--- config.mk ---
export PLATFORM = sky130hd
export DESIGN_NAME = triangle_primitive_assembler_flat
export DESIGN_NICKNAME = d
export VERILOG_FILES = /design/src/hdl/tpa_pkg.sv /design/src/hdl/tpa_if.sv /design/src/hdl/tpa_front.sv /design/src/hdl/tpa_queue.sv /design/src/hdl/tpa_back.sv /design/src/hdl/triangle_primitive_assembler.sv /design/src/flat_wrapper.sv
export SDC_FILE = /design/constraint.sdc
export NUM_CORES = 1
export LEC_CHECK = 0
export BUFFER_PORTS_ARGS = -buffer_cell sky130_fd_sc_hd__buf_2
export CORE_AREA = 2 2 161 281
export CTS_CLUSTER_SIZE = 14
export DETAILED_ROUTE_END_ITERATION = 12
export DIE_AREA = 0 0 163 283
export PLACE_DENSITY = 0.78
export SLEW_MARGIN = 0
export SYNTH_ARGS = -nofsm -noshare
export SYNTH_HDL_FRONTEND = slang
export SYNTH_SLANG_ARGS = --single-unit
--- constraint.sdc ---
create_clock -name clk -period 6.6 [get_ports clk]
set_clock_uncertainty 0.05 [all_clocks]
set_input_delay 0.99 -clock clk [delete_from_list [all_inputs] [get_ports clk]]
set_output_delay 0.99 -clock clk [all_outputs]
set_load 0.005 [all_outputs]
--- src/hdl/tpa_pkg.sv ---
// Shared types and constants of the triangle primitive assembler.
`timescale 1ns / 1ps

package tpa_pkg;

	// Field widths.
	localparam int FIELD_W = 32;
	localparam int INDEX_W = 32;
	localparam int TOPO_W = 2;
	localparam int STATUS_W = 2;
	localparam int CFG_IDX_W = 1;

	// Only the low INDEX_W bits of an index take part.
	localparam logic [FIELD_W-1:0] INDEX_MASK = FIELD_W'((64'd1 << INDEX_W) - 64'd1);

	// Depth of the queue between front and back.
	localparam int QUEUE_DEPTH = 2;
	localparam int QPTR_W = (QUEUE_DEPTH > 1) ? $clog2(QUEUE_DEPTH) : 1;
	localparam int QCNT_W = $clog2(QUEUE_DEPTH + 1);

	// Configuration register indexes.
	localparam logic [CFG_IDX_W-1:0] REG_TOPOLOGY = 1'b0;
	localparam logic [CFG_IDX_W-1:0] REG_VERTEX_COUNT = 1'b1;

	// Topology codes; the unused code behaves as a list.
	localparam logic [TOPO_W-1:0] TOPO_LIST = 2'd0;
	localparam logic [TOPO_W-1:0] TOPO_STRIP = 2'd1;
	localparam logic [TOPO_W-1:0] TOPO_FAN = 2'd2;

	// Result status codes.
	localparam logic [STATUS_W-1:0] ST_TRI = 2'd0;
	localparam logic [STATUS_W-1:0] ST_RANGE = 2'd1;
	localparam logic [STATUS_W-1:0] ST_LISTCOUNT = 2'd2;

	// Work handed from the front to the back.
	typedef enum logic [1:0] {
		OP_TRI,        // triangle kept as it is
		OP_TRI_CHECK,  // triangle dropped when two corners repeat
		OP_RANGE,      // index out of range
		OP_COUNT       // list count not a multiple of three
	} op_t;

	typedef struct packed {
		op_t op;
		logic [FIELD_W-1:0] a;
		logic [FIELD_W-1:0] b;
		logic [FIELD_W-1:0] c;
	} entry_t;

	// Configuration as the front sees it.
	typedef struct packed {
		logic [TOPO_W-1:0] topology;
		logic [FIELD_W-1:0] vertex_count;
	} cfg_t;

endpackage

--- src/hdl/tpa_if.sv ---
// Channel interfaces of the triangle primitive assembler.
`timescale 1ns / 1ps

interface tpa_vertex_if;
	import tpa_pkg::*;

	logic valid;
	logic ready;
	logic [FIELD_W-1:0] vertex_index;
	logic last_in_primitive;

	modport source(output valid, output vertex_index, output last_in_primitive, input ready);
	modport sink(input valid, input vertex_index, input last_in_primitive, output ready);
endinterface

interface tpa_triangle_if;
	import tpa_pkg::*;

	logic valid;
	logic ready;
	logic [FIELD_W-1:0] corner_a;
	logic [FIELD_W-1:0] corner_b;
	logic [FIELD_W-1:0] corner_c;
	logic [STATUS_W-1:0] status;

	modport source(output valid, output corner_a, output corner_b, output corner_c,
		output status, input ready);
	modport sink(input valid, input corner_a, input corner_b, input corner_c,
		input status, output ready);
endinterface

--- src/hdl/tpa_front.sv ---
// Front part: accepts index beats, tracks the topology window and queues work.
`timescale 1ns / 1ps

module tpa_front (
	input  logic clk,
	input  logic arst_n,
	input  tpa_pkg::cfg_t cfg,
	tpa_vertex_if.sink vertex,
	input  logic queue_full,
	output logic push,
	output tpa_pkg::entry_t push_data
);
	import tpa_pkg::*;

	logic [FIELD_W-1:0] fan_center_q, older_q, newer_q;
	logic [1:0] list_phase_q, seen_q;
	logic parity_q, discard_q;

	logic [FIELD_W-1:0] fan_center_d, older_d, newer_d;
	logic [1:0] list_phase_d, seen_d;
	logic parity_d, discard_d;

	logic [FIELD_W-1:0] idx;
	logic accept;
	logic want;
	entry_t work;

	assign vertex.ready = !queue_full;
	assign accept = vertex.valid && vertex.ready;
	assign idx = vertex.vertex_index & INDEX_MASK;

	// Window update and classification of the incoming index.
	always_comb begin
		fan_center_d = fan_center_q;
		older_d = older_q;
		newer_d = newer_q;
		list_phase_d = list_phase_q;
		seen_d = seen_q;
		parity_d = parity_q;
		discard_d = discard_q;
		want = 1'b0;
		work = '{op: OP_RANGE, a: '0, b: '0, c: '0};

		if (discard_q || cfg.vertex_count == '0) begin
			// Rest of the primitive, or every index while the vertex count is zero, is dropped silently.
		end else if (idx >= cfg.vertex_count) begin
			want = 1'b1;
			discard_d = 1'b1;
		end else begin
			case (cfg.topology)
				TOPO_STRIP: begin
					if (seen_q >= 2'd2) begin
						want = 1'b1;
						work.op = OP_TRI_CHECK;
						work.a = parity_q ? newer_q : older_q;
						work.b = parity_q ? older_q : newer_q;
						work.c = idx;
						parity_d = !parity_q;
					end else begin
						seen_d = seen_q + 2'd1;
					end
					older_d = newer_q;
					newer_d = idx;
				end
				TOPO_FAN: begin
					if (seen_q == 2'd0) begin
						fan_center_d = idx;
						seen_d = 2'd1;
					end else if (seen_q == 2'd1) begin
						newer_d = idx;
						seen_d = 2'd2;
					end else begin
						want = 1'b1;
						work.op = OP_TRI_CHECK;
						work.a = fan_center_q;
						work.b = newer_q;
						work.c = idx;
						newer_d = idx;
					end
				end
				default: begin
					if (list_phase_q == 2'd0) begin
						older_d = idx;
						list_phase_d = 2'd1;
					end else if (list_phase_q == 2'd1) begin
						newer_d = idx;
						list_phase_d = 2'd2;
					end else begin
						want = 1'b1;
						work.op = OP_TRI;
						work.a = older_q;
						work.b = newer_q;
						work.c = idx;
						list_phase_d = 2'd0;
					end
					// An incomplete triple at the end of the primitive is an error.
					if (vertex.last_in_primitive && list_phase_d != 2'd0) begin
						want = 1'b1;
						work = '{op: OP_COUNT, a: '0, b: '0, c: '0};
					end
				end
			endcase
		end

		// Every primitive starts from a clean window.
		if (vertex.last_in_primitive) begin
			fan_center_d = '0;
			older_d = '0;
			newer_d = '0;
			list_phase_d = '0;
			seen_d = '0;
			parity_d = 1'b0;
			discard_d = 1'b0;
		end
	end

	assign push = accept && want;
	assign push_data = work;

	// Window and primitive state.
	always_ff @(posedge clk or negedge arst_n) begin
		if (!arst_n) begin
			fan_center_q <= '0;
			older_q <= '0;
			newer_q <= '0;
			list_phase_q <= '0;
			seen_q <= '0;
			parity_q <= 1'b0;
			discard_q <= 1'b0;
		end else if (accept) begin
			fan_center_q <= fan_center_d;
			older_q <= older_d;
			newer_q <= newer_d;
			list_phase_q <= list_phase_d;
			seen_q <= seen_d;
			parity_q <= parity_d;
			discard_q <= discard_d;
		end
	end

endmodule

--- src/hdl/tpa_queue.sv ---
// Short first-in first-out queue between the front and the back.
`timescale 1ns / 1ps

module tpa_queue (
	input  logic clk,
	input  logic arst_n,
	input  logic push,
	input  tpa_pkg::entry_t push_data,
	input  logic pop,
	output logic full,
	output logic empty,
	output tpa_pkg::entry_t head
);
	import tpa_pkg::*;

	entry_t slot_q [QUEUE_DEPTH];
	logic [QPTR_W-1:0] wr_ptr_q, rd_ptr_q;
	logic [QCNT_W-1:0] count_q;

	assign full = (count_q == QCNT_W'(QUEUE_DEPTH));
	assign empty = (count_q == '0);
	assign head = slot_q[rd_ptr_q];

	// Entry storage.
	always_ff @(posedge clk) begin
		if (push) begin
			slot_q[wr_ptr_q] <= push_data;
		end
	end

	// Pointers and fill count.
	always_ff @(posedge clk or negedge arst_n) begin
		if (!arst_n) begin
			wr_ptr_q <= '0;
			rd_ptr_q <= '0;
			count_q <= '0;
		end else begin
			if (push) begin
				wr_ptr_q <= (wr_ptr_q == QPTR_W'(QUEUE_DEPTH - 1)) ? '0 : wr_ptr_q + 1'b1;
			end
			if (pop) begin
				rd_ptr_q <= (rd_ptr_q == QPTR_W'(QUEUE_DEPTH - 1)) ? '0 : rd_ptr_q + 1'b1;
			end
			if (push && !pop) begin
				count_q <= count_q + QCNT_W'(1);
			end else if (pop && !push) begin
				count_q <= count_q - QCNT_W'(1);
			end
		end
	end

endmodule

--- src/hdl/tpa_back.sv ---
// Back part: drops repeated-corner triangles and holds the result beat.
`timescale 1ns / 1ps

module tpa_back (
	input  logic clk,
	input  logic arst_n,
	input  logic empty,
	input  tpa_pkg::entry_t head,
	output logic pop,
	tpa_triangle_if.source triangle
);
	import tpa_pkg::*;

	logic valid_q;
	logic [FIELD_W-1:0] a_q, b_q, c_q;
	logic [STATUS_W-1:0] status_q;
	logic distinct;
	logic keep;

	// Take work whenever the output register is free or being emptied.
	assign pop = !empty && (!valid_q || triangle.ready);

	assign distinct = (head.a != head.b) && (head.b != head.c) && (head.a != head.c);
	assign keep = (head.op != OP_TRI_CHECK) || distinct;

	// Output handshake state.
	always_ff @(posedge clk or negedge arst_n) begin
		if (!arst_n) begin
			valid_q <= 1'b0;
		end else if (pop) begin
			valid_q <= keep;
		end else if (triangle.ready) begin
			valid_q <= 1'b0;
		end
	end

	// Result payload; error beats carry zero corners.
	always_ff @(posedge clk) begin
		if (pop) begin
			case (head.op)
				OP_TRI, OP_TRI_CHECK: begin
					a_q <= head.a;
					b_q <= head.b;
					c_q <= head.c;
					status_q <= ST_TRI;
				end
				OP_RANGE: begin
					a_q <= '0;
					b_q <= '0;
					c_q <= '0;
					status_q <= ST_RANGE;
				end
				default: begin
					a_q <= '0;
					b_q <= '0;
					c_q <= '0;
					status_q <= ST_LISTCOUNT;
				end
			endcase
		end
	end

	assign triangle.valid = valid_q;
	assign triangle.corner_a = a_q;
	assign triangle.corner_b = b_q;
	assign triangle.corner_c = c_q;
	assign triangle.status = status_q;

endmodule

--- src/hdl/triangle_primitive_assembler.sv ---
// A result beat passes through the queue and then the output register before it is offered.
// Throughput: one index beat per cycle; the two-entry queue and the output register hold
// three pending results, so a long output stall fills them and then holds the input off.
// Reset (arst_n low, asynchronous): topology list, vertex count zero, window cleared,
// queue and output empty.
`timescale 1ns / 1ps

module triangle_primitive_assembler (
	input  logic clk,
	input  logic arst_n,
	input  logic wr_en,
	input  logic [tpa_pkg::CFG_IDX_W-1:0] wr_index,
	input  logic [tpa_pkg::FIELD_W-1:0] wr_data,
	tpa_vertex_if.sink vertex,
	tpa_triangle_if.source triangle
);
	import tpa_pkg::*;

	logic [TOPO_W-1:0] topology_q;
	logic [FIELD_W-1:0] vertex_count_q;
	cfg_t cfg;

	logic push, pop, full, empty;
	entry_t push_data, head;

	// Configuration registers.
	always_ff @(posedge clk or negedge arst_n) begin
		if (!arst_n) begin
			topology_q <= TOPO_LIST;
			vertex_count_q <= '0;
		end else if (wr_en) begin
			case (wr_index)
				REG_TOPOLOGY: topology_q <= wr_data[TOPO_W-1:0];
				REG_VERTEX_COUNT: vertex_count_q <= wr_data;
				default: ;
			endcase
		end
	end

	assign cfg = '{topology: topology_q, vertex_count: vertex_count_q};

	tpa_front u_front (
		.clk(clk),
		.arst_n(arst_n),
		.cfg(cfg),
		.vertex(vertex),
		.queue_full(full),
		.push(push),
		.push_data(push_data)
	);

	tpa_queue u_queue (
		.clk(clk),
		.arst_n(arst_n),
		.push(push),
		.push_data(push_data),
		.pop(pop),
		.full(full),
		.empty(empty),
		.head(head)
	);

	tpa_back u_back (
		.clk(clk),
		.arst_n(arst_n),
		.empty(empty),
		.head(head),
		.pop(pop),
		.triangle(triangle)
	);

endmodule

--- src/flat_wrapper.sv ---
// flat-port wrapper written by rule: the top's interface ports become plain ports
module triangle_primitive_assembler_flat import tpa_pkg::*;
  (clk, arst_n, wr_en, wr_index, wr_data, vertex_valid, vertex_vertex_index, vertex_last_in_primitive, vertex_ready, triangle_valid, triangle_corner_a, triangle_corner_b, triangle_corner_c, triangle_status, triangle_ready);
  tpa_vertex_if vertex_i ();
  tpa_triangle_if triangle_i ();
  input  logic clk;
  input  logic arst_n;
  input  logic wr_en;
  input  logic [tpa_pkg::CFG_IDX_W-1:0] wr_index;
  input  logic [tpa_pkg::FIELD_W-1:0] wr_data;
  input wire logic [$bits(vertex_i.valid)-1:0] vertex_valid;
  input wire logic [$bits(vertex_i.vertex_index)-1:0] vertex_vertex_index;
  input wire logic [$bits(vertex_i.last_in_primitive)-1:0] vertex_last_in_primitive;
  output wire logic [$bits(vertex_i.ready)-1:0] vertex_ready;
  output wire logic [$bits(triangle_i.valid)-1:0] triangle_valid;
  output wire logic [$bits(triangle_i.corner_a)-1:0] triangle_corner_a;
  output wire logic [$bits(triangle_i.corner_b)-1:0] triangle_corner_b;
  output wire logic [$bits(triangle_i.corner_c)-1:0] triangle_corner_c;
  output wire logic [$bits(triangle_i.status)-1:0] triangle_status;
  input wire logic [$bits(triangle_i.ready)-1:0] triangle_ready;
  assign vertex_i.valid = vertex_valid;
  assign vertex_i.vertex_index = vertex_vertex_index;
  assign vertex_i.last_in_primitive = vertex_last_in_primitive;
  assign vertex_ready = vertex_i.ready;
  assign triangle_valid = triangle_i.valid;
  assign triangle_corner_a = triangle_i.corner_a;
  assign triangle_corner_b = triangle_i.corner_b;
  assign triangle_corner_c = triangle_i.corner_c;
  assign triangle_status = triangle_i.status;
  assign triangle_i.ready = triangle_ready;
  triangle_primitive_assembler u_core (.clk(clk), .arst_n(arst_n), .wr_en(wr_en), .wr_index(wr_index), .wr_data(wr_data), .vertex(vertex_i), .triangle(triangle_i));
endmodule
; Word-level counts from Yosys, hierarchy flattened
; Memory sizes are Yosys's and may differ from the RTL's.
; Cells that the tools add are included.
; W data, S select, Z words.
[word_totals]
register_bits = 239
ramBits = 196
in_bits = 71
out_inout_bits = 100
wordCells = 159
mem_count = 1
[mem_list]
columns = name, words, word_bits, rd, rd_clocked_by_memory_dff, write_ports, line
row1 = u_core.u_queue.slot_q, 2, 98, 1, 0, 1, tpa_queue.sv:16  ; entry_t slot_q [QUEUE_DEPTH];
[op_classes]
n_addsub = 5
magnitude_cmp = 2
n_eq_ne = 19
n_mux = 70
n_bitwise = 1
n_reduce_logical = 44
[ops]
columns = operator, count
row1 = $mux W98, 8
row2 = $mux W32, 17
row3 = $pmux W98 S2, 1
row4 = $pmux W32 S2, 2
row5 = $ne A32 B32 Y1, 3
row6 = $mux W2, 17
row7 = $ge A32 B32 Y1, 1
row8 = $logic_not A32 Y1, 1
row9 = $mux W1, 22
row10 = $reduce_bool A2 Y1, 8
row11 = $reduce_and A5 Y1, 3
row12 = $reduce_and A6 Y1, 2
row13 = $eq A2 B1 Y1 const B, 4
row14 = $logic_and A1 B1 Y1, 8
row15 = $logic_not A2 Y1, 4
row16 = $pmux W2 S2, 2
row17 = $eq A2 B2 Y1 const B, 3
row18 = $logic_not A1 Y1, 6
row19 = $ne A2 B2 Y1 const B, 3
row20 = $ne A3 B3 Y1 const B, 2
row21 = $reduce_bool A3 Y1, 2
row22 = $add A2 B1 Y2 const B, 2
row23 = $ne A2 B1 Y1 const B, 2
row24 = $ne A4 B2 Y1 const B, 1
row25 = 12 further kinds, 17

; Longest topological paths before layout
; Gate-level depths: netlist of run 1.
[logic_depth]
word_depth = 17
ltp_mapped = 13
depth_no_buf = 13

; Modules after synthesis
; From an unflattened synthesis of run 1, not the netlist that was laid out.
[hier_totals]
hier_cells = 1637
area_unflattened_um2 = 20921.3
[by_module_without_submodules]
columns = module, n_inst, cells_each, area_each_um2, seq_area_each_um2
row1 = tpa_front, 1, 901, 7552.2, 2552.4
row2 = tpa_queue, 1, 321, 7287.0, 5985.7
row3 = tpa_back, 1, 342, 4689.5, 2967.8
row4 = triangle_primitive_assembler, 1, 73, 1392.6, 850.8

; Worst setup path after synthesis of run 1
; Ideal clock, no wire load.
[synth_timing]
path_type = input-to-reg
startpoint = input vertex_vertex_index[25]
endpoint = memory u_core.u_queue.slot_q[0][0] (netlist name) (enable)
setup_ns = 0.555
t_arrival_ns = 6.588
t_required_ns = 5.995
path_slack_ns = -0.594
path_stages = 8
n_path_buf = 0
cell_sequence = ha_1 -> a21oi_1 -> o21ai_0 -> a211oi_1 -> nor3_1 -> nor2_1 -> a31o_2 -> nor2_1
[synth_via]
elab_chain_len = 6
[synth_rtl]
columns = element, line
row1 = from (decl), flat_wrapper.sv:12  ; input wire logic [$bits(vertex_i.vertex_index)-1:0] vertex_vertex_index;
row2 = $ge A32 B32 Y1, tpa_front.sv:46  ; end else if (idx >= cfg.vertex_count) begin
row3 = $mux W1, tpa_front.sv:46
row4 = $mux W1, tpa_front.sv:44  ; if (discard_q || cfg.vertex_count == '0) begin
row5 = $logic_and A1 B1 Y1, tpa_front.sv:117  ; assign push = accept && want;
row6 = $mux W1, tpa_queue.sv:26  ; if (push) begin
row7 = $mux W1 (not written as such), tpa_queue.sv:27  ; slot_q[wr_ptr_q] <= push_data;
row8 = to (decl), tpa_queue.sv:16
; Every way passes these cells.

==> results of run 1 <==
## layout make-up
type,instances,area share (%)
Sequential cell,435,50.4
Multi-Input combinational cell,1220,34.9
Clock buffer,54,4.77
Timing Repair Buffer,198,4.46
Tap cell,572,2.92
Inverter,99,1.52
Clock inverter,21,0.959
Antenna cell,4,0.0408
## how the worst min path moves through the flow
stage / end / slack [ns] / cells past startpoint / startpoint
finish: u_core.u_front.newer_q[12]$_DFFE_PN0P_ / 0.44 / 1 / arst_n
global route: u_core.u_front.discard_q$_DFFE_PN0P_ / 0.46 / 1 / u_core.u_front.discard_q$_DFFE_PN0P_
CTS: u_core.u_front.discard_q$_DFFE_PN0P_ / 0.45 / 1 / u_core.u_front.discard_q$_DFFE_PN0P_
detailed placement: u_core.u_front.discard_q$_DFFE_PN0P_ / 0.43 / 1 / u_core.u_front.discard_q$_DFFE_PN0P_
global placement: u_core.u_front.discard_q$_DFFE_PN0P_ / 0.43 / 1 / u_core.u_front.discard_q$_DFFE_PN0P_
floorplan: u_core.u_front.discard_q$_DFFE_PN0P_ / 0.40 / 1 / u_core.u_front.discard_q$_DFFE_PN0P_
## cell usage in the layout (no fill, tap or decap), types with 10 or more instances in the layout
cell,n
nor3_1,39
nand4_1,64
nand3_1,32
and3_1,33
a22oi_1,63
o21ai_0,39
a31oi_1,26
xor2_1,78
buf_4,26
clkbuf_16,45
o211ai_1,31
buf_2,169
o311ai_1,10
nand2_1,29
inv_1,97
ha_1,36
a22o_1,32
nor2_1,243
mux2_2,33
mux2i_1,130
xnor2_1,119
a21oi_1,72
nor4_1,33
dfrtp_1,140
edfxtp_1,294
## cells in the mapped netlist, types with 8 or more instances
master      n
a21oi_1    72
a22o_1     32
a22oi_1    63
a31oi_1    26
a41oi_1     8
and3_1     33
buf_1      17
buf_2      23
clkbuf_1   69
dfrtp_1   141
edfxtp_1  294
ha_1       38
inv_1      98
mux2_2     33
mux2i_1   130
nand2_1    29
nand3_1    32
nand4_1    64
nor2_1    249
nor3_1     40
nor4_1     33
o211ai_1   31
o21ai_0    40
o311ai_1   10
xnor2_1   119
xor2_1     78
## power groups by stage
| stage | Clock [mW] | Combinational, mW | Sequential, mW |
|---|---|---|---|
| final | 2.49 | 3.47 | 4.60 |
| after CTS | 2.52 | 3.45 | 4.58 |
| after global placement | 0 | 3.39 | 4.60 |
| after floorplan | 0 | 2.16 | 4.51 |
| after detailed placement | 0 | 3.43 | 4.64 |
| after global routing | 2.63 | 3.72 | 4.68 |
## flip-flops by register name (all words and copies together), names as in the netlist
name,count
u_core.topology_q,2
u_core.u_back.triangle.corner_a,32
u_core.u_back.triangle.corner_b,32
u_core.u_back.triangle.corner_c,32
u_core.u_back.triangle.status,2
u_core.u_back.triangle.valid,1
u_core.u_front.discard_q,1
u_core.u_front.fan_center_q,32
u_core.u_front.list_phase_q,2
u_core.u_front.newer_q,32
u_core.u_front.older_q,32
u_core.u_front.parity_q,1
u_core.u_front.seen_q,2
u_core.u_queue.count_q,2
u_core.u_queue.rd_ptr_q,1
u_core.u_queue.slot_q,196
u_core.u_queue.wr_ptr_q,1
u_core.vertex_count_q,32
## stage by stage
step | std cells | utilization, % | cell area, µm²
CTS | 2599 | 55.7 | 24500
finish | 2603 | 55.7 | 24500
global placement | 2524 | 52.5 | 23100
global route | 2603 | 55.7 | 24500
detailed placement | 2524 | 52.5 | 23100
floorplan | 1869 | - | 21700
## kinds of logic after synthesis
family                     after synthesis  synth area share (%)
buffers and inverters                  214                  4.04
and+or+nand+nor                        506                  11.2
adders and majority gates               38                  2.19
DFF                                    435                  56.9
AOI/OAI and AO/OA                      316                  10.0
xor gates and xnor gates               197                  7.94
muxes                                  163                  7.70
## critical path, stage by stage
cell,delay [ns]
buf_2,0.13
ha_1,0.32
nand4_1,0.28
nor4_4,0.58
o21a_1,0.26
a31oi_4,0.14
nand2_1,0.73
buf_4,0.52
nor2_1,0.14
## layer usage
metal | share of wire, % | wire length (µm) | track usage [%] | vias to the layer above
met4 | 6.2 | 4290 | 15.7 | 0
met3 | 5.9 | 4070 | 3.00 | 192
met1 | 37 | 25200 | 36.0 | 7765
met2 | 51 | 35400 | 52.7 | 812
met5 | 0 | 0 | 0 | -
li1 | - | - | - | 7068
==> metrics.txt, run 1 <==
outcome=complete, no violations; path category of the worst min-delay check=input pin to asynchronous set/reset pin; setup bufs post-CTS=0; total gr overflow=0; Synth Register Bits=435; Net Sw Frac=37.5%; 1st-iter DRT viols=2,196; Reg area=12,400 µm²; CP required=6.83 ns; sequential share of the synthesized area=56.9%; final setup fails=0; Max-Cap Viols=0; end of the worst register-to-register path=u_core.u_front.older_q[0]$_DFFE_PN0P_; hpwl dp=51,000 µm; Reg clk slew, reported paths=0.06 ns; asr flop ratio synth=32.4%; Slew headroom=14.5%; hold slack=0.436 ns; nets@finish=2,105; Yosys warning count=0; critical path capture point=u_core.u_queue.slot_q[0][74]$_DFFE_PP_; r2r setup slk=2.70 ns; Fill cells=3,691; WL final=69,000 µm; fin. max-slew vios=0; die height=283 µm; largest net degree at the start of global routing=99; Root Driver=clkbuf_16; Critical Path AT=4.13 ns; unrepaired setup endpoints after global routing=false; multi-input logic area=8560 µm²; worst setup path startpoint=vertex_vertex_index[31]; TritonCTS buffer count=42; post-place setup slack=2.19 ns; Worst-Skew Late Latency=0.56 ns; # clock sinks=435; initial antenna violation count=4; Synth Instances=1,869; total power=10.6 mW; share of layout cells above drive strength 1=16.3%; # hold bufs at CTS=0; PostCTS Resize Cnt=0; FP Rows=102; Final Cycle Share=59.1%; Initial Utilization=49.3%; worst reg-to-reg path cell count=9; P_sw=3.96 mW; syn_nets=1,978; fmax=0.256 GHz; Top-Level Pins=171; mean area per synthesized cell=11.6 µm²; critical path capture point type=register; Synth-to-Final Area Change=12.8%; Synth area leaders=edfxtp_1 41%, dfrtp_1 16%, mux2i_1 6.0%, xnor2_1 4.8%, nor2_1 4.3%; Setup Crit Path Kind=input pin to register; die area=46,100 µm²; gpl congestion=0.976; Core Box Area=44,000 µm²; ys flop type=edfxtp_1; Overall Global Routing Usage=30.0%; min cycle time layout=3.90 ns; startpoint types=input pin; count of input and output buffers=170; min setup slack post-route=2.70 ns; H-tree Lvls=2; static leakage=9.63 nW; Synth top area share=40.6%; CTS tree=yes; FF-to-FF Start=u_core.vertex_count_q[15]$_DFFE_PN0P_; drt first pass iters=7; crit path max fanout=32; Antenna Violating Nets Remaining=0; Clock Power Share=23.6%; Final Hold Fails=0; PD cells=431 nW/µm²; worst-margin pin slew=1.27 ns; vias in the first global route=15,600; global-route wire length before repair=102,000 µm; Int Power=6.60 mW; Die Wd=163 µm; routed via count=15,800; post-synth cell types=58; Mapped Area=21,700 µm²; number of synthesized flops with an enable pin=294; WL/cell=26.5 µm; clk buf depth=3; DRC=0; Worst IR Drop VDD=0.271 mV; share of total power in combinational logic=32.9%; vias per inst=6.08; Fin Setup TNS=0 ns; Sequential Power Share=43.5%; largest area contributor in the netlist=edfxtp_1
Power figures use the tool's default switching activity.
==> inputs of run 2 (changes only) <==
Settings changed: ABC_AREA set to 1, CORE_AREA 2 2 161 281 to 2 2 164 287, DIE_AREA 0 0 163 283 to 0 0 166 289.
Clock period 6.6 ns to 3.3 ns, I/O delays scaled along.
==> run 2 against run 1 <==
Core utilization increased by 1.1 points. Register-to-register slack worse by 2.2 ns. Routed wire length is 13% lower. Clock-buffer cell count grew 2. Largest power group is now combinational cells. Combinational power increased to 2.7 times the previous value. Cell count increased by 35%. Final area grew 5.7%. Total power rose by 120%. Non-clock buffer count increased by 36. Setup slack worse by 2.2 ns. Global-route usage fell by 5.0 points. Critical path type is now register to register. Area after synthesis up 4.2%.
==> metrics.txt, run 2 <==
Worst-Skew Late Latency=0.56 ns; final core occ=56.7%; met2 WL=29,200 µm; largest area contributor in the netlist=edfxtp_1; ant diodes=0; fmax=0.361 GHz; path category of the worst min-delay check=input pin to register; post-place setup slack=0.325 ns; Biggest register=u_core.u_queue.slot_q; max reg flops=196; CTS tree=yes; crit path max fanout=54; Sequential Power Share=38.8%; die height=289 µm; initial antenna violation count=0; Fin Setup TNS=0 ns; Initial Utilization=49.5%; DRC=0; largest net degree at the start of global routing=98; commonest cells after routing, fill and taps aside=968 x nand2_1, 317 x nor2_1, 294 x edfxtp_1, 283 x inv_1, 169 x buf_2; min cycle time layout=2.77 ns; gpl congestion=0.944; nets@finish=3,000; final setup fails=0; Slew headroom=45.8%; Setup Crit Path Kind=register to register; Antenna Violating Nets Remaining=0; Synth Register Bits=435; fin. max-slew vios=0; WL/cell=17.2 µm; Overall Global Routing Usage=25.0%; share of total power in combinational logic=39.9%; Net Sw Frac=40.1%; share of layout cells above drive strength 1=12.1%; Critical Path AT=2.95 ns; Fill cells=4,022; Yosys warning count=0; startpoint types=register; Synth area leaders=edfxtp_1 39%, nand2_1 16%, dfrtp_1 16%, nor2_1 5.3%, inv_1 4.7%; DRT met1 WL=24,800 µm; WL final=60,300 µm; Worst IR Drop VDD=0.481 mV; total gr overflow=0; sequential share of the synthesized area=54.6%; mean area per synthesized cell=8.21 µm²; commonest non-fill, non-tap cell in the layout=nand2_1; Mapped Area=22,600 µm²; Final Cycle Share=84.1%; min setup slack post-route=0.526 ns; worst-margin pin slew=0.809 ns; Die Wd=166 µm; TritonCTS buffer count=41; global-route wire length before repair=95,900 µm; multi-input logic area=8750 µm²; total power=23.4 mW; PD cells=904 nW/µm²; CP required=3.47 ns; Reg clk slew, reported paths=0.06 ns; die area=48,000 µm²; clk buf depth=3; FP Rows=104; Synth top area share=39.0%; Final Instance Area=25,900 µm²; ys flop type=edfxtp_1; number of synthesized flops with an enable pin=294; routed via count=18,800; vias in the first global route=17,600; Root Driver=clkbuf_16; count of input and output buffers=170; drt first pass iters=6; Clock Power Share=21.3%; Synth Instances=2,755; Top Layer Used=met4; Reg area=12,400 µm²; H-tree Lvls=2; static leakage=12.1 nW; # clock sinks=435; asr flop ratio synth=32.4%; Core Box Area=45,700 µm²; Int Power=14.0 mW; P_sw=9.39 mW; vias per inst=5.36; outcome=complete, no violations; syn_nets=2,864; Post-DP Area=24,500 µm²; Top-Level Pins=171; metal3 WL=3540 µm; Synth-to-Final Area Change=14.5%; critical path capture point type=register; Max-Cap Viols=0; unrepaired setup endpoints after global routing=false; most frequent cell after synthesis=nand2_1; Final Hold Fails=0; 1st-iter DRT viols=1,446; post-synth cell types=39; hpwl dp=45,200 µm; synth cell count leaders=975 x nand2_1, 319 x nor2_1, 294 x edfxtp_1
[run 2: changes by cell type after synthesis, sizes merged, moves of 35 or more]
cell	before	now
o21ai	47	183
a21oi	72	117
nor3	40	76
xor2	78	2
inv	98	295
xnor2	119	1
nor4	35	0
o211ai	37	2
mux2i	130	0
nor2	249	320
nand2	29	980
a22oi	63	11
[run 2: cell families (layout without fill, tap and decap cells)]
logic type               after synthesis  count (layout)  share of synthesized area, %
flip-flops                           435             435                          54.6
adder cells (fa/ha/maj)               38              38                          2.10
buffers and inverters                436             603                          8.18
AO/OA/AOI/OAI                        369             369                          9.14
XOR/XNOR                               3               3                         0.116
AND/OR/NAND/NOR                     1474            1474                          25.9
[run 2: cell type report]
type / count / area share [%]
timing repair buffer: 234 / 5.99
clock buffer: 56 / 4.39
clock inverter: 18 / 1.05
multi-input combinational: 1884 / 33.8
tap: 583 / 2.81
inverter: 295 / 4.31
sequential: 435 / 47.7
[run 2: through the flow]
stage	instances	hold WS, ns
after detailed placement	3430	0.411
final	3505	0.139
after floorplan	2755	0.149
after global routing	3505	0.137
after CTS	3505	0.123
after global placement	3430	0.405
[run 2: power groups by stage]
| stage | Combinational (mW) | Sequential [mW] | Clock [mW] |
|---|---|---|---|
| finish | 9.36 | 9.09 | 4.99 |
| detailed placement | 9.31 | 9.16 | 0 |
| global route | 10.6 | 9.28 | 5.27 |
| CTS | 9.36 | 9.07 | 5.07 |
| global placement | 9.08 | 9.09 | 0 |
| floorplan | 6.31 | 9.02 | 0 |
[run 2: layer usage]
metal	track usage [%]	up-vias
met4	11.4	0
met1	32.3	8726
met3	2.90	124
li1	-	9170
met2	42.4	765
met5	0	-
[run 2: critical path: stages, from the launching register on]
cell	delay, ns
dfrtp_1	0.33
inv_1	0.10
ha_4	0.30
nand2_2	0.06
inv_1	0.05
nand3_1	0.11
nor3_1	0.23
nand2_1	0.08
nand2_1	0.13
nand2_2	0.11
nand2_4	0.17
nand3_4	0.12
nand2_2	0.09
nand2_2	0.08
clkinvlp_4	0.12
buf_12	0.28
[run 2: timing repair]
item	CTS	global route
hold buffers	1	0
buffers inserted	0	0
hold endpoints to repair	58	0
resized for setup	0	0
[run 2: final timing paths]
kind                       slack [ns]                                       start                                          end  cells past startpoint
min in group asynchronous        0.43                                      arst_n     u_core.u_back.triangle.valid$_DFFE_PN0P_                      2
hold / removal                   0.14                                 wr_data[20]        u_core.vertex_count_q[20]$_DFFE_PN0P_                      3
hold reg to reg                  0.43  u_core.u_front.list_phase_q[0]$_DFFE_PN0P_   u_core.u_front.list_phase_q[0]$_DFFE_PN0P_                      2
setup reg to reg                 0.53       u_core.vertex_count_q[15]$_DFFE_PN0P_       u_core.u_queue.slot_q[0][40]$_DFFE_PP_                     15
setup / recovery                 0.53       u_core.vertex_count_q[15]$_DFFE_PN0P_       u_core.u_queue.slot_q[0][40]$_DFFE_PP_                     15
max in group asynchronous        1.97                                      arst_n  u_core.u_front.fan_center_q[23]$_DFFE_PN0P_                      3
